File: config.mk
export PLATFORM = sky130hd
export DESIGN_NAME = tfb_sqrt_cell
export DESIGN_NICKNAME = d
export VERILOG_FILES = /design/src/hw/rtl/tfb_pkg.sv /design/src/hw/rtl/tfb_sqrt_cell.sv
export SDC_FILE = /design/constraint.sdc
export NUM_CORES = 1
export LEC_CHECK = 0
export BUFFER_PORTS_ARGS = -buffer_cell sky130_fd_sc_hd__buf_2
export CELL_PAD_IN_SITES_DETAIL_PLACEMENT = 1
export CELL_PAD_IN_SITES_GLOBAL_PLACEMENT = 2
export CORE_AREA = 2 2 307 309
export CTS_BUF_LIST = sky130_fd_sc_hd__clkbuf_2
export DETAILED_ROUTE_END_ITERATION = 7
export DIE_AREA = 0 0 309 311
export GPL_ROUTABILITY_DRIVEN = 0
export PLACE_DENSITY = 0.76
export REMOVE_ABC_BUFFERS = 1
export SLEW_MARGIN = 20
export SYNTH_ARGS = -nofsm -noshare
export SYNTH_HDL_FRONTEND = slang
export SYNTH_SLANG_ARGS = --single-unit
File: constraint.sdc
create_clock -name clk -period 9.5 [get_ports clk]
set_input_delay 0.475 -clock clk [delete_from_list [all_inputs] [get_ports clk]]
set_output_delay 0.475 -clock clk [all_outputs]
set_load 0.05 [all_outputs]
File: src/hw/rtl/tfb_pkg.sv
// Shared widths, types and codes of the tangent frame builder.
package tfb_pkg;

  localparam int FRAC_BITS  = 16;
  localparam int Z_W        = 32;
  localparam int TAN_W      = 18;
  localparam int BIT_W      = 32;
  localparam int EPS_W      = 16;
  localparam int SQ_W       = 2 * Z_W;
  localparam int N_W        = Z_W;
  localparam int SQRT_STEPS = SQ_W / 2;
  localparam int DIV_W      = Z_W + FRAC_BITS + 2;
  localparam int Q_W        = FRAC_BITS + 1;
  localparam int T_W        = FRAC_BITS + 2;
  localparam int P_W        = Z_W + T_W;
  localparam int DF_W       = P_W + 1;
  localparam int R_W        = DF_W - FRAC_BITS;

  typedef logic [Z_W-1:0] mag_t;

  typedef enum logic [1:0] {
    ST_OK    = 2'd0,
    ST_AXIS  = 2'd1,
    ST_DEGEN = 2'd2
  } status_t;

  // Fields that ride along the whole chain
  typedef struct packed {
    logic signed [Z_W-1:0] z_x;
    logic signed [Z_W-1:0] z_y;
    logic signed [Z_W-1:0] z_z;
    logic                  want_x;
    logic                  want_y;
    logic                  kill;
    status_t               status;
  } side_t;

  // Side fields plus tangent magnitudes and signs
  typedef struct packed {
    side_t            side;
    mag_t [2:0]       mag;
    logic [2:0]       neg;
  } pay_t;

endpackage

File: src/hw/rtl/tfb_sqrt_cell.sv
// One cell of the square root chain: settles one result bit per cycle while en is high.
module tfb_sqrt_cell (
  input  logic                       clk,
  input  logic                       en,
  input  tfb_pkg::pay_t              pay_in,
  input  logic [tfb_pkg::SQ_W-1:0]   rem_in,
  input  logic [tfb_pkg::SQ_W-1:0]   res_in,
  input  logic [tfb_pkg::SQ_W-1:0]   bit_in,
  output tfb_pkg::pay_t              pay_out,
  output logic [tfb_pkg::SQ_W-1:0]   rem_out,
  output logic [tfb_pkg::SQ_W-1:0]   res_out,
  output logic [tfb_pkg::SQ_W-1:0]   bit_out
);
  import tfb_pkg::*;

  logic [SQ_W:0] trial;
  logic          take;

  // Try subtracting the current trial value
  assign trial = {1'b0, res_in} + {1'b0, bit_in};
  assign take  = {1'b0, rem_in} >= trial;

  // Advance one step and hand the state to the next cell
  always_ff @(posedge clk) begin
    if (en) begin
      pay_out <= pay_in;
      bit_out <= bit_in >> 2;
      if (take) begin
        rem_out <= rem_in - trial[SQ_W-1:0];
        res_out <= (res_in >> 1) + bit_in;
      end else begin
        rem_out <= rem_in;
        res_out <= res_in >> 1;
      end
    end
  end

endmodule

Word-level counts from Yosys, hierarchy flattened
Index checks and enable logic that the tools add are counted.
Widths: inputs -> output; s select.
Storage, ports and cells
  register bits: 390
  input bits: 394
  output and inout bits: 392
Cells by class
  $add $sub $neg: 3
  order comparisons: 1
  mux-type cells: 2
Operators by type and width (number)
  $add 64x64->65: 1
  $ge 64x65->1: 1
  $add 63x64->64: 1
  $mux 64: 1
  $sub 64x64->64: 1
  $mux 63: 1

Longest topological paths before layout
  depth after elaboration: 3
  mapped depth: 26

Least setup slack after synthesis
Ideal clock, no wire load.
  path type: in2reg
  start point: in res_in[0] (netlist name)
  end point: reg res_out[33] (netlist name), data pin
  setup time: 0.262 ns
  data arrival time: 5.362 ns
  required time: 9.238 ns
  slack: 3.875 ns
  cell stages on the path: 24
  path buffers: 2
  path through: ha_1 > fa_1 > a211oi_1 > o21a_1 > o31ai_1 > a211oi_1 > o31a_1 > o21a_1 > a22oi_1 > a21oi_1 > o21ai_0 > xnor2_1 > ha_1 > and3_1 > nand2_1 > or4_1 > nor4_1 > a211o_2 > or2b_2 > o311ai_4 > a21oi_4 > buf_8 > buf_6 > mux2_1
Between the ends
  longest elaborated chain between the ends: 3
RTL lines
  start, declared: RTL line tfb_sqrt_cell.sv:7  | input logic [tfb_pkg::SQ_W-1:0] res_in,
  $add 64x64->65: RTL line tfb_sqrt_cell.sv:20  | assign trial = {1'b0, res_in} + {1'b0, bit_in};
  $ge 64x65->1: RTL line tfb_sqrt_cell.sv:21  | assign take = {1'b0, rem_in} >= trial;
  $mux 63: RTL line tfb_sqrt_cell.sv:28  | if (take) begin
  end signal, assigned: RTL line tfb_sqrt_cell.sv:30  | res_out <= (res_in >> 1) + bit_in;
  end signal, assigned: RTL line tfb_sqrt_cell.sv:33  | res_out <= res_in >> 1;
  end, declared: RTL line tfb_sqrt_cell.sv:11  | output logic [tfb_pkg::SQ_W-1:0] res_out,
No other way between the ends.
A chain may end at the register's enable or synchronous reset.

Worst setup path in the final report
  start point: in bit_in[0] (netlist name)
  end point: reg res_out[53] (netlist name), data pin
Between the ends
  longest elaborated chain between the ends: 3
  elaborated cells on any way between the ends: 4
  those cells by class: 2 x add/sub; 1 x order compare; 1 x mux
RTL lines
  start, declared: RTL line tfb_sqrt_cell.sv:8  | input logic [tfb_pkg::SQ_W-1:0] bit_in,
  $add 64x64->65: RTL line tfb_sqrt_cell.sv:20
  $ge 64x65->1: RTL line tfb_sqrt_cell.sv:21
  $mux 63 *: RTL line tfb_sqrt_cell.sv:28
Mark *: on every way between the ends. The rest lies on a longest branch, timed or not.

==> metrics.md <==
| Metric | Value |
|---|---|
| Status | finished, final reports clean |
| Row cnt | 112 |
| Clk sink count | 390 |
| Fmax | 134.4 MHz |
| DR WL/cell | 24.14 microns |
| Overall power | 6789 uW |
| Clock power share | 0.211 |
| Number of synthesis warnings | 0 |
| Synth top cells by count | 390 x edfxtp_1, 222 x a21oi_1, 191 x ha_1 |
| GR met1 Demand/Resource | 0.2851 |
| Final Hold Fails | 0 |
| Nets@finish | 4,456 |
| Most frequent cell after synthesis | edfxtp_1 |
| Layout overhead on the synthesized area | 58.10% |
| CP required | 10.46 ns |
| Comb pwr share | 0.461 |
| Vias in the first global route | 28,338 |
| Switch Pwr | 3021 uW |
| Num CTS Buffers | 115 |
| Grt ovf | 0 |
| Largest net degree at the start of global routing | 130 |
| Antenna violations before repair | 29 |
| Die Height | 311 microns |
| Synth area leaders | edfxtp_1 47%, ha_1 9.7%, a21oi_1 4.5% |
| H-Tree Depth | 3 |
| Max-slew violations | 0 |
| Worst-path clk slew | 0.15 ns |
| Most used flip-flop cell after synthesis | edfxtp_1 |
| Internal power | 3768 uW |
| Switching Share | 0.4449 |
| Area leader, netlist | edfxtp_1 |
| Met3 usage | 0.05340 |
| First-pass GRT wire length | 185,000 microns |
| Yosys reg bits | 390 |
| Via Count | 26,139 |
| Crit Path Class | input pin to register |
| Slew margin rel. | 0.1836 |
| Worst EP arrival | 8.40 ns |
| Routed WL | 126,300 microns |
| Via density | 4.997 |
| Hold-fix buffer count after cts | 814 |
| Starting Density | 0.2663 |
| Mapped Cells | 2,246 |
| Final core utilization | 0.4210 |
| Lkg Pwr | 0.01674 uW |
| Gr usage total | 0.2558 |
| Share of the synthesized area in the top cell type | 0.4740 |
| Core area | 92,770 sq um |
| Final worst path period need | 7.440 ns |
| Worst-path fanout max | 36 |
| Post-CTS Resized | 0 |
| Count of different cell masters after synthesis | 84 |
| Pwr dens | 173.8 nW/um^2 |
| Crit. End Element | register |
| CP Launch Point | bit_in[0] |
| Port-buffer cells | 783 |
| Clk root buf | clkbuf_2 |
| Final Cycle Share | 0.7832 |
| Fin Setup TNS | 0 ns |
| CTS max path bufs | 3 |
| Setup bufs post-CTS | 0 |
| GR peak layer | met2 |
| Max IR drop VDD | 0.08329 mV |
| Worst-Margin Slew | 1.194 ns |
| Final std cells w/o fill | 5,231 |
| Sequential power share | 0.328 |
| Post-synth EDFFs | 390 |
| Worst Hold Class | input pin to register |
| DR pass1 iterations | 5 |
| CTS tree | built |
| Die ar. | 96,100 sq um |
| Layout cells sized above 1 | 0.2597 |
| Placed cells | 4,191 |
| Mapped Avg Cell Area | 11.00 sq um |
| Final HPWL DP | 84,070 microns |
| Mapped Area | 24,700 sq um |
| GRT met2 Usage | 0.4381 |
| Max cap viols | 0 |
| RSZ-0062 raised after global routing | no |
| HP Start | en |
| Iter 0 DRT Violations | 1,560 |
| Number of remaining DRC errors | 0 |
| Die Wd | 309 microns |
| CP startpoint kind | input pin |
| Register area share after synthesis | 0.4740 |
| Ys async rst share | 0 |
| Final hold slack | 0.2285 ns |
| Final setup viols | 0 |
| Final antenna-violating net count | 0 |
| IO Pins | 786 |
stage by stage:
| step | area, sq um | setup WS, ns |
|---|---|---|
| 2_1_floorplan | 24190 | 2.241 |
| 3_3_place_gp | 29790 | 2.114 |
| 3_5_place_dp | 29790 | 2.009 |
| 4_1_cts | 39010 | 2.365 |
| 5_1_grt | 39050 | 1.810 |
| 6_report | 39060 | 2.060 |
metal layers:
| metal | routed length, microns | vias to the layer above | part of all wire |
|---|---|---|---|
| li1 | - | 11927 | - |
| met1 | 48340 | 12730 | 0.38 |
| met2 | 61340 | 1062 | 0.49 |
| met3 | 7651 | 402 | 0.061 |
| met4 | 8812 | 18 | 0.070 |
| met5 | 132 | - | 0.0010 |
cells by family (layout without fill, tap and decap cells):
group,after synthesis,after routing,synth area share
compound gates,727,727,0.1894
xor+xnor,175,175,0.06204
fa+ha+maj,194,194,0.09916
buf+inv,157,1868,0.02902
flops,390,390,0.4740
mux,114,114,0.05201
other cells,1,21,0.0001518
simple gates,488,488,0.09420
worst paths after layout:
| kind | slack [ns] | cells past startpoint | endpoint |
|---|---|---|---|
| hold / removal | 0.23 | 2 | res_out[9] |
| setup / recovery | 2.06 | 26 | res_out[53] |
power groups by stage:
stage                     logic (uW)  clock network, uW  registers [uW]
after detailed placement        2720                  0            2240
final                           3130               1430            2220
after global routing            3330               1560            2240
after global placement          2710                  0            2240
after floorplan                 1210                  0            2920
after CTS                       3060               1430            2210
layout make-up:
| type | instances | area (sq um) |
|---|---|---|
| fill | 10643 | 53710 |
| multi-input combinational | 1700 | 12280 |
| timing repair buffer | 1607 | 12180 |
| sequential | 390 | 11710 |
| tap | 1254 | 1569 |
| clock buffer | 166 | 830.8 |
| clock inverter | 41 | 237.7 |
| inverter | 54 | 202.7 |
| antenna | 19 | 47.55 |
placed cells by master (no fill, tap or decap), drive strengths merged, types with 71 or more instances in the layout:
cell         instances
ha                 191
nor2               123
xor2                71
xnor2              104
dlygate4sd3        814
nand2              156
o21ai              137
a21oi              223
clkbuf             166
edfxtp             390
mux2               112
a21o               117
buf                793
critical path, stage by stage:
cell and delay, ns:
dlygate4sd3_1 0.54, buf_2 0.14, ha_1 0.25, fa_1 0.46
a211oi_1 0.33, o21a_1 0.26, o31ai_1 0.13, a211oi_1 0.50
o31a_1 0.31, o21a_1 0.21, a22oi_1 0.12, a21oi_1 0.48
o21ai_0 0.21, xnor2_1 0.18, ha_1 0.41, and3_1 0.27
nand2_1 0.10, or4_1 0.42, nor4_1 0.24, a211o_2 0.16
or2b_2 0.12, o311ai_4 0.10, a21oi_4 0.45, buf_4 0.56
mux2_1 0.38, dlygate4sd3_1 0.58
registers in the layout, indices dropped and copies added, names as in the netlist:
| register | cells |
|---|---|
| pay_out | 200 |
| rem_out | 64 |
| res_out | 64 |
| bit_out | 62 |
No activity file was read; power rests on OpenSTA's default activity.
