File: config.mk
export PLATFORM = sky130hd
export DESIGN_NAME = tfb_div_cell
export DESIGN_NICKNAME = d
export VERILOG_FILES = /design/src/hw/rtl/tfb_pkg.sv /design/src/hw/rtl/tfb_div_cell.sv
export SDC_FILE = /design/constraint.sdc
export NUM_CORES = 1
export LEC_CHECK = 0
export BUFFER_PORTS_ARGS = -buffer_cell sky130_fd_sc_hd__buf_2
export CORE_AREA = 4 4 375 377
export DETAILED_ROUTE_END_ITERATION = 10
export DIE_AREA = 0 0 379 381
export HOLD_SLACK_MARGIN = 0.15
export PLACE_DENSITY = 0.43
export SLEW_MARGIN = 15
export SYNTH_ARGS = -nofsm -noshare
export SYNTH_HDL_FRONTEND = slang
export SYNTH_SLANG_ARGS = --single-unit
File: constraint.sdc
create_clock -name clk -period 4.15 [get_ports clk]
set_input_delay 0.6225 -clock clk [delete_from_list [all_inputs] [get_ports clk]]
set_output_delay 0.6225 -clock clk [all_outputs]
set_load 0.01 [all_outputs]
File: src/hw/rtl/tfb_pkg.sv
// Shared widths, types and codes of the tangent frame builder.
package tfb_pkg;

  localparam int FRAC_BITS  = 16;
  localparam int Z_W        = 32;
  localparam int TAN_W      = 18;
  localparam int BIT_W      = 32;
  localparam int EPS_W      = 16;
  localparam int SQ_W       = 2 * Z_W;
  localparam int N_W        = Z_W;
  localparam int SQRT_STEPS = SQ_W / 2;
  localparam int DIV_W      = Z_W + FRAC_BITS + 2;
  localparam int Q_W        = FRAC_BITS + 1;
  localparam int T_W        = FRAC_BITS + 2;
  localparam int P_W        = Z_W + T_W;
  localparam int DF_W       = P_W + 1;
  localparam int R_W        = DF_W - FRAC_BITS;

  typedef logic [Z_W-1:0] mag_t;

  typedef enum logic [1:0] {
    ST_OK    = 2'd0,
    ST_AXIS  = 2'd1,
    ST_DEGEN = 2'd2
  } status_t;

  // Fields that ride along the whole chain
  typedef struct packed {
    logic signed [Z_W-1:0] z_x;
    logic signed [Z_W-1:0] z_y;
    logic signed [Z_W-1:0] z_z;
    logic                  want_x;
    logic                  want_y;
    logic                  kill;
    status_t               status;
  } side_t;

  // Side fields plus tangent magnitudes and signs
  typedef struct packed {
    side_t            side;
    mag_t [2:0]       mag;
    logic [2:0]       neg;
  } pay_t;

endpackage

File: src/hw/rtl/tfb_div_cell.sv
// One cell of the divider chain: one quotient bit for each of three lanes.
module tfb_div_cell (
  input  logic                                clk,
  input  logic                                en,
  input  tfb_pkg::pay_t                       pay_in,
  input  logic [tfb_pkg::N_W-1:0]             n_in,
  input  logic [tfb_pkg::DIV_W-1:0]           d_in,
  input  logic [2:0][tfb_pkg::DIV_W-1:0]      rem_in,
  input  logic [2:0][tfb_pkg::Q_W-1:0]        q_in,
  output tfb_pkg::pay_t                       pay_out,
  output logic [tfb_pkg::N_W-1:0]             n_out,
  output logic [tfb_pkg::DIV_W-1:0]           d_out,
  output logic [2:0][tfb_pkg::DIV_W-1:0]      rem_out,
  output logic [2:0][tfb_pkg::Q_W-1:0]        q_out
);
  import tfb_pkg::*;

  // Compare and subtract the shifted divisor in each lane
  always_ff @(posedge clk) begin
    if (en) begin
      pay_out <= pay_in;
      n_out   <= n_in;
      d_out   <= d_in >> 1;
      for (int i = 0; i < 3; i++) begin
        if (rem_in[i] >= d_in) begin
          rem_out[i] <= rem_in[i] - d_in;
          q_out[i]   <= {q_in[i][Q_W-2:0], 1'b1};
        end else begin
          rem_out[i] <= rem_in[i];
          q_out[i]   <= {q_in[i][Q_W-2:0], 1'b0};
        end
      end
    end
  end

endmodule

Word-level counts from Yosys, hierarchy flattened
Cells that the tools add are included.
- logic and storage cells: 31
- input bits: 485
- output and inout port bits: 483
- register bits after elaboration: 482
- mux-type cells: 6
- add/sub/neg operators: 3
- $lt $le $gt $ge: 3
- operator list (operator ; count):
    50-bit >= comparator ; 3
    50-bit two-way mux ; 3
    50-bit subtractor ; 3
    1-bit two-way mux ; 3

Depth between registers and ports, before layout
- depth after elaboration: 2
- mapped depth: 15
- mapped depth without buffers: 14

Least setup slack after synthesis
Ideal clock, no wire load.
- kind: input to register
- start point: in rem_in[100] (netlist bit)
- end point: reg rem_out[110] (netlist bit), data pin
- stages on the path: 14
- data arrival time: 3.170 ns
- slack: 0.718 ns
- path buffers: 1
- cells stage by stage: inv_1 > ha_1 > inv_1 > fa_1 > a21oi_1 > o211ai_1 > a311o_1 > nor4b_2 > o21ai_2 > a31oi_2 > a21oi_4 > inv_2 > buf_4 > mux2_1
- cells in the longest elaborated chain, start to end: 2
- elaborated cells between the ends (all ways): 3
- classes of those cells: add/sub (1); order compare (1); mux (1)
- ends and longest elaborated chain (element ; line ; source):
    start: declaration ; tfb_div_cell.sv:8 ; input logic [2:0][tfb_pkg::DIV_W-1:0] rem_in,
    50-bit subtractor / 50-bit >= comparator (equally long branches) ; tfb_div_cell.sv:26, tfb_div_cell.sv:25 ;
    50-bit two-way mux * ; tfb_div_cell.sv:25 ; if (rem_in[i] >= d_in) begin
    end signal: indexed assignment ; tfb_div_cell.sv:26 ; rem_out[i] <= rem_in[i] - d_in;
    end signal: indexed assignment ; tfb_div_cell.sv:29 ; rem_out[i] <= rem_in[i];
    end: declaration ; tfb_div_cell.sv:13 ; output logic [2:0][tfb_pkg::DIV_W-1:0] rem_out,
Mark *: on every way between the ends. The rest lies on a longest branch, timed or not.
A chain may end at the register's enable or synchronous reset.

Final worst setup path
- start point: in d_in[18] (netlist bit)
- end point: reg rem_out[97] (netlist bit), data pin
- cells in the longest elaborated chain, start to end: 2
- elaborated cells between the ends (all ways): 3
- classes of those cells: add/sub (1); order compare (1); mux (1)
- ends and longest elaborated chain (element ; line ; source):
    start: declaration ; tfb_div_cell.sv:7 ; input logic [tfb_pkg::DIV_W-1:0] d_in,
    50-bit subtractor / 50-bit >= comparator (equally long branches) ; tfb_div_cell.sv:26, tfb_div_cell.sv:25 ;
    50-bit two-way mux * ; tfb_div_cell.sv:25 ;
Marked as above.

==> impl_metrics.tcl <==
set metrics [dict create \
    swShare 0.301 \
    synth.area.top_cells "sky130_fd_sc_hd__edfxtp_1, sky130_fd_sc_hd__ha_1, sky130_fd_sc_hd__a21oi_1" \
    synth.distinct_cells 84 \
    vdd_drop_max_v 0.000324 \
    dr.pass1.iters 4 \
    final-seq-area_sq_um 14500 \
    ys_warn_count 0 \
    crit_required_ns 4.55 \
    drt.antenna.violating_nets 0 \
    synth-edff-count 482 \
    slew_viol_final 0 \
    chipHeight_microns 381 \
    maxSlewHeadroom 0.359 \
    fmax_ghz 0.248 \
    place_congestion 0.842 \
    grtUsageTotal 0.175 \
    grt_max_degree 90 \
    area.growth.synth_to_final_pct 55.7 \
    postSynthCellCount 2205 \
    globalRouteOverflowTotal 0 \
    worst-endpoint-arrival_ns 4.44 \
    die_w_microns 379 \
    clock_sinks 482 \
    crit_path_start_kind "input pin" \
    post_layout_nonfiller_instances 5580 \
    cts_tree "built" \
    yosys.cell_count.top_type "sky130_fd_sc_hd__edfxtp_1" \
    postSynthAreaPerCell_sq_um 11.5 \
    switching_power_of_the_nets_mw 4.66 \
    hold_class "input pin to flip-flop" \
    power_frac_clock 0.349 \
    period_minus_slack_ns 4.04 \
    setup-violations-final 0 \
    timing.final.crit_share 0.973 \
    slew_worst_pin_ns 0.962 \
    outcome "finished clean" \
    yosys_register_bits 482 \
    drt-wirelength-per-cell_microns 23.8 \
    critical_path_peak_fanout 6 \
    final.hold.worst_slack_ns 0.216 \
    synth_area_leader_cell "sky130_fd_sc_hd__edfxtp_1" \
    placementRows 136 \
    pwr-share-comb 0.255 \
    grt_first_pass_wirelength_microns 181000 \
    ys_seq_area_frac 0.572 \
    synth-async-reset-ratio 0 \
    num-fill-cells 14500 \
    top_level_ports 968 \
    syn-cell-area_sq_um 25300 \
    internal_power_mw 10.8 \
    seqPwrFrac 0.396 \
    leakage_nw 17.1 \
    postSynth.topFlopCell "sky130_fd_sc_hd__edfxtp_1" \
    h_tree_depth_reported_by_cts 2 \
    p_per_area_nw_per_um2 393 \
    post-place-cells 5131 \
    clk_pin_slew_ns 0.07 \
    io_buffer_count 963 \
    criticalPathCategory "input pin to flip-flop" \
    layout-drive-gt1-share 0.362 \
    worst_setup_path_end_kind "flip-flop" \
    mappedNetlistNets 2843 \
    drt_iter0_drc 1163 \
    maxCapViolCount 0 \
    place.detailed.hpwl_microns 110000 \
    fp.coreArea_sq_um 137000 \
    cts.root.buffer_cell "sky130_fd_sc_hd__clkbuf_16" \
    initial_core_util 0.184 \
    die-area_sq_um 144000 \
    first_global_vias 24400 \
    routed-via-count 23700 \
    totalWireLength_microns 133000 \
    area_of_the_multi_input_gates_sq_um 10000 \
    final_nets 4357 \
    clockBufferDepth 3 \
    final-hold-violation-count 0 \
    cts_buffers 60 \
    route.detailed.vias_per_inst 4.25 \
    initial_antenna_violation_count 44 \
    netlist_top_cells_count "sky130_fd_sc_hd__edfxtp_1, sky130_fd_sc_hd__nand2_1, sky130_fd_sc_hd__a21oi_1" \
    synth.top_cell.area_share 0.572 \
    rsz_0062_raised_after_global_routing "false" \
    detail_route.drc_violations 0 \
]
## routing by layer
layer	GRT usage	part of all wire	vias up	wire length, microns
li1	-	-	11300	-
met1	0.188	0.37	11400	49400
met2	0.319	0.51	753	67200
met3	0.0470	0.072	199	9500
met4	0.0766	0.048	16	6350
met5	0	0.00081	-	108
## placed cells by master, fill, tap and decap left out, types with 8 or more instances in the layout
master / instances
sky130_fd_sc_hd__o21a_1: 22
sky130_fd_sc_hd__dlygate4sd3_1: 319
sky130_fd_sc_hd__and2_1: 9
sky130_fd_sc_hd__clkinv_1: 11
sky130_fd_sc_hd__ha_1: 149
sky130_fd_sc_hd__o21bai_1: 29
sky130_fd_sc_hd__nand4_1: 45
sky130_fd_sc_hd__and3_1: 18
sky130_fd_sc_hd__buf_12: 14
sky130_fd_sc_hd__o211ai_1: 10
sky130_fd_sc_hd__a211oi_1: 24
sky130_fd_sc_hd__edfxtp_1: 482
sky130_fd_sc_hd__nor2b_1: 11
sky130_fd_sc_hd__buf_4: 252
sky130_fd_sc_hd__inv_1: 99
sky130_fd_sc_hd__a21oi_1: 193
sky130_fd_sc_hd__a21o_1: 85
sky130_fd_sc_hd__a31oi_1: 19
sky130_fd_sc_hd__mux2_2: 10
sky130_fd_sc_hd__diode_2: 21
sky130_fd_sc_hd__xnor2_1: 73
sky130_fd_sc_hd__xor2_1: 54
sky130_fd_sc_hd__bufinv_16: 8
sky130_fd_sc_hd__clkbuf_16: 61
sky130_fd_sc_hd__nand2b_1: 20
sky130_fd_sc_hd__nand2_1: 214
sky130_fd_sc_hd__o21ai_0: 168
sky130_fd_sc_hd__buf_2: 962
sky130_fd_sc_hd__nor3_1: 31
sky130_fd_sc_hd__clkbuf_1: 10
sky130_fd_sc_hd__nor2_1: 140
sky130_fd_sc_hd__clkinv_2: 10
sky130_fd_sc_hd__nand3_1: 43
## final cells by class
| cell class | count | share of cell area |
|---|---|---|
| inverter | 103 | 0.00991 |
| multi-input combinational | 1524 | 0.255 |
| tap | 1794 | 0.0570 |
| clock buffer | 71 | 0.0397 |
| timing repair buffer | 1548 | 0.259 |
| antenna | 21 | 0.00133 |
| clock inverter | 37 | 0.0108 |
| sequential | 482 | 0.368 |
## kinds of logic after synthesis
group           synth area share
compound gates             0.162
simple gates               0.105
flops                      0.572
buf+inv                   0.0322
fa+ha+maj                 0.0766
xor+xnor                  0.0440
mux                      0.00747
other cells             0.000148
## registers in the layout, indices dropped and copies added, names as in the netlist
register and cells:
rem_out 150, d_out 49, n_out 32, pay_out 200, q_out 51
## through the flow
stage               area (sq um)   util  setup WS (ns)  setup TNS (ns)  power, mW
global route               39400  0.287        0.00141               0       16.3
floorplan                  25300      -          0.718               0       7.90
global placement           34100  0.249         -0.203           -4.65       9.96
CTS                        39300  0.287         0.0373               0       15.8
detailed placement         34100  0.249         -0.137           -3.46       9.95
finish                     39400  0.287          0.112               0       15.5
## repair_timing
action                     4_1_cts  5_1_grt
setup buffers                    0        1
gates resized for setup          0        7
hold endpoints to repair       319        0
setup endpoints to repair        0       52
hold buffers                   319        0
## final timing paths
path	startpoint	end	slack, ns	depth (start not counted)
min	d_in[17]	d_out[16]$_DFFE_PP_	0.22	1
max	d_in[18]	rem_out[97]$_DFFE_PP_	0.11	13
## worst max-delay path: stages
cell and delay (ns):
sky130_fd_sc_hd__dlygate4sd3_1 0.53, sky130_fd_sc_hd__buf_2 0.16, sky130_fd_sc_hd__clkinvlp_4 0.20, sky130_fd_sc_hd__ha_1 0.47
sky130_fd_sc_hd__nand2_1 0.18, sky130_fd_sc_hd__nor2_1 0.12, sky130_fd_sc_hd__a21oi_1 0.09, sky130_fd_sc_hd__o311ai_1 0.79
sky130_fd_sc_hd__o21ai_1 0.28, sky130_fd_sc_hd__a31oi_2 0.36, sky130_fd_sc_hd__o2111ai_1 0.19, sky130_fd_sc_hd__a211o_1 0.32
sky130_fd_sc_hd__o221a_2 0.12
## power by group through the flow
stage | combinational (mW) | sequential [mW] | clock (mW)
finish | 3.94 | 6.12 | 5.40
detailed placement | 3.74 | 6.22 | 0
CTS | 4.02 | 6.13 | 5.63
global route | 4.30 | 6.16 | 5.80
floorplan | 1.46 | 6.44 | 0
global placement | 3.74 | 6.22 | 0
Power figures use the tool's default switching activity.
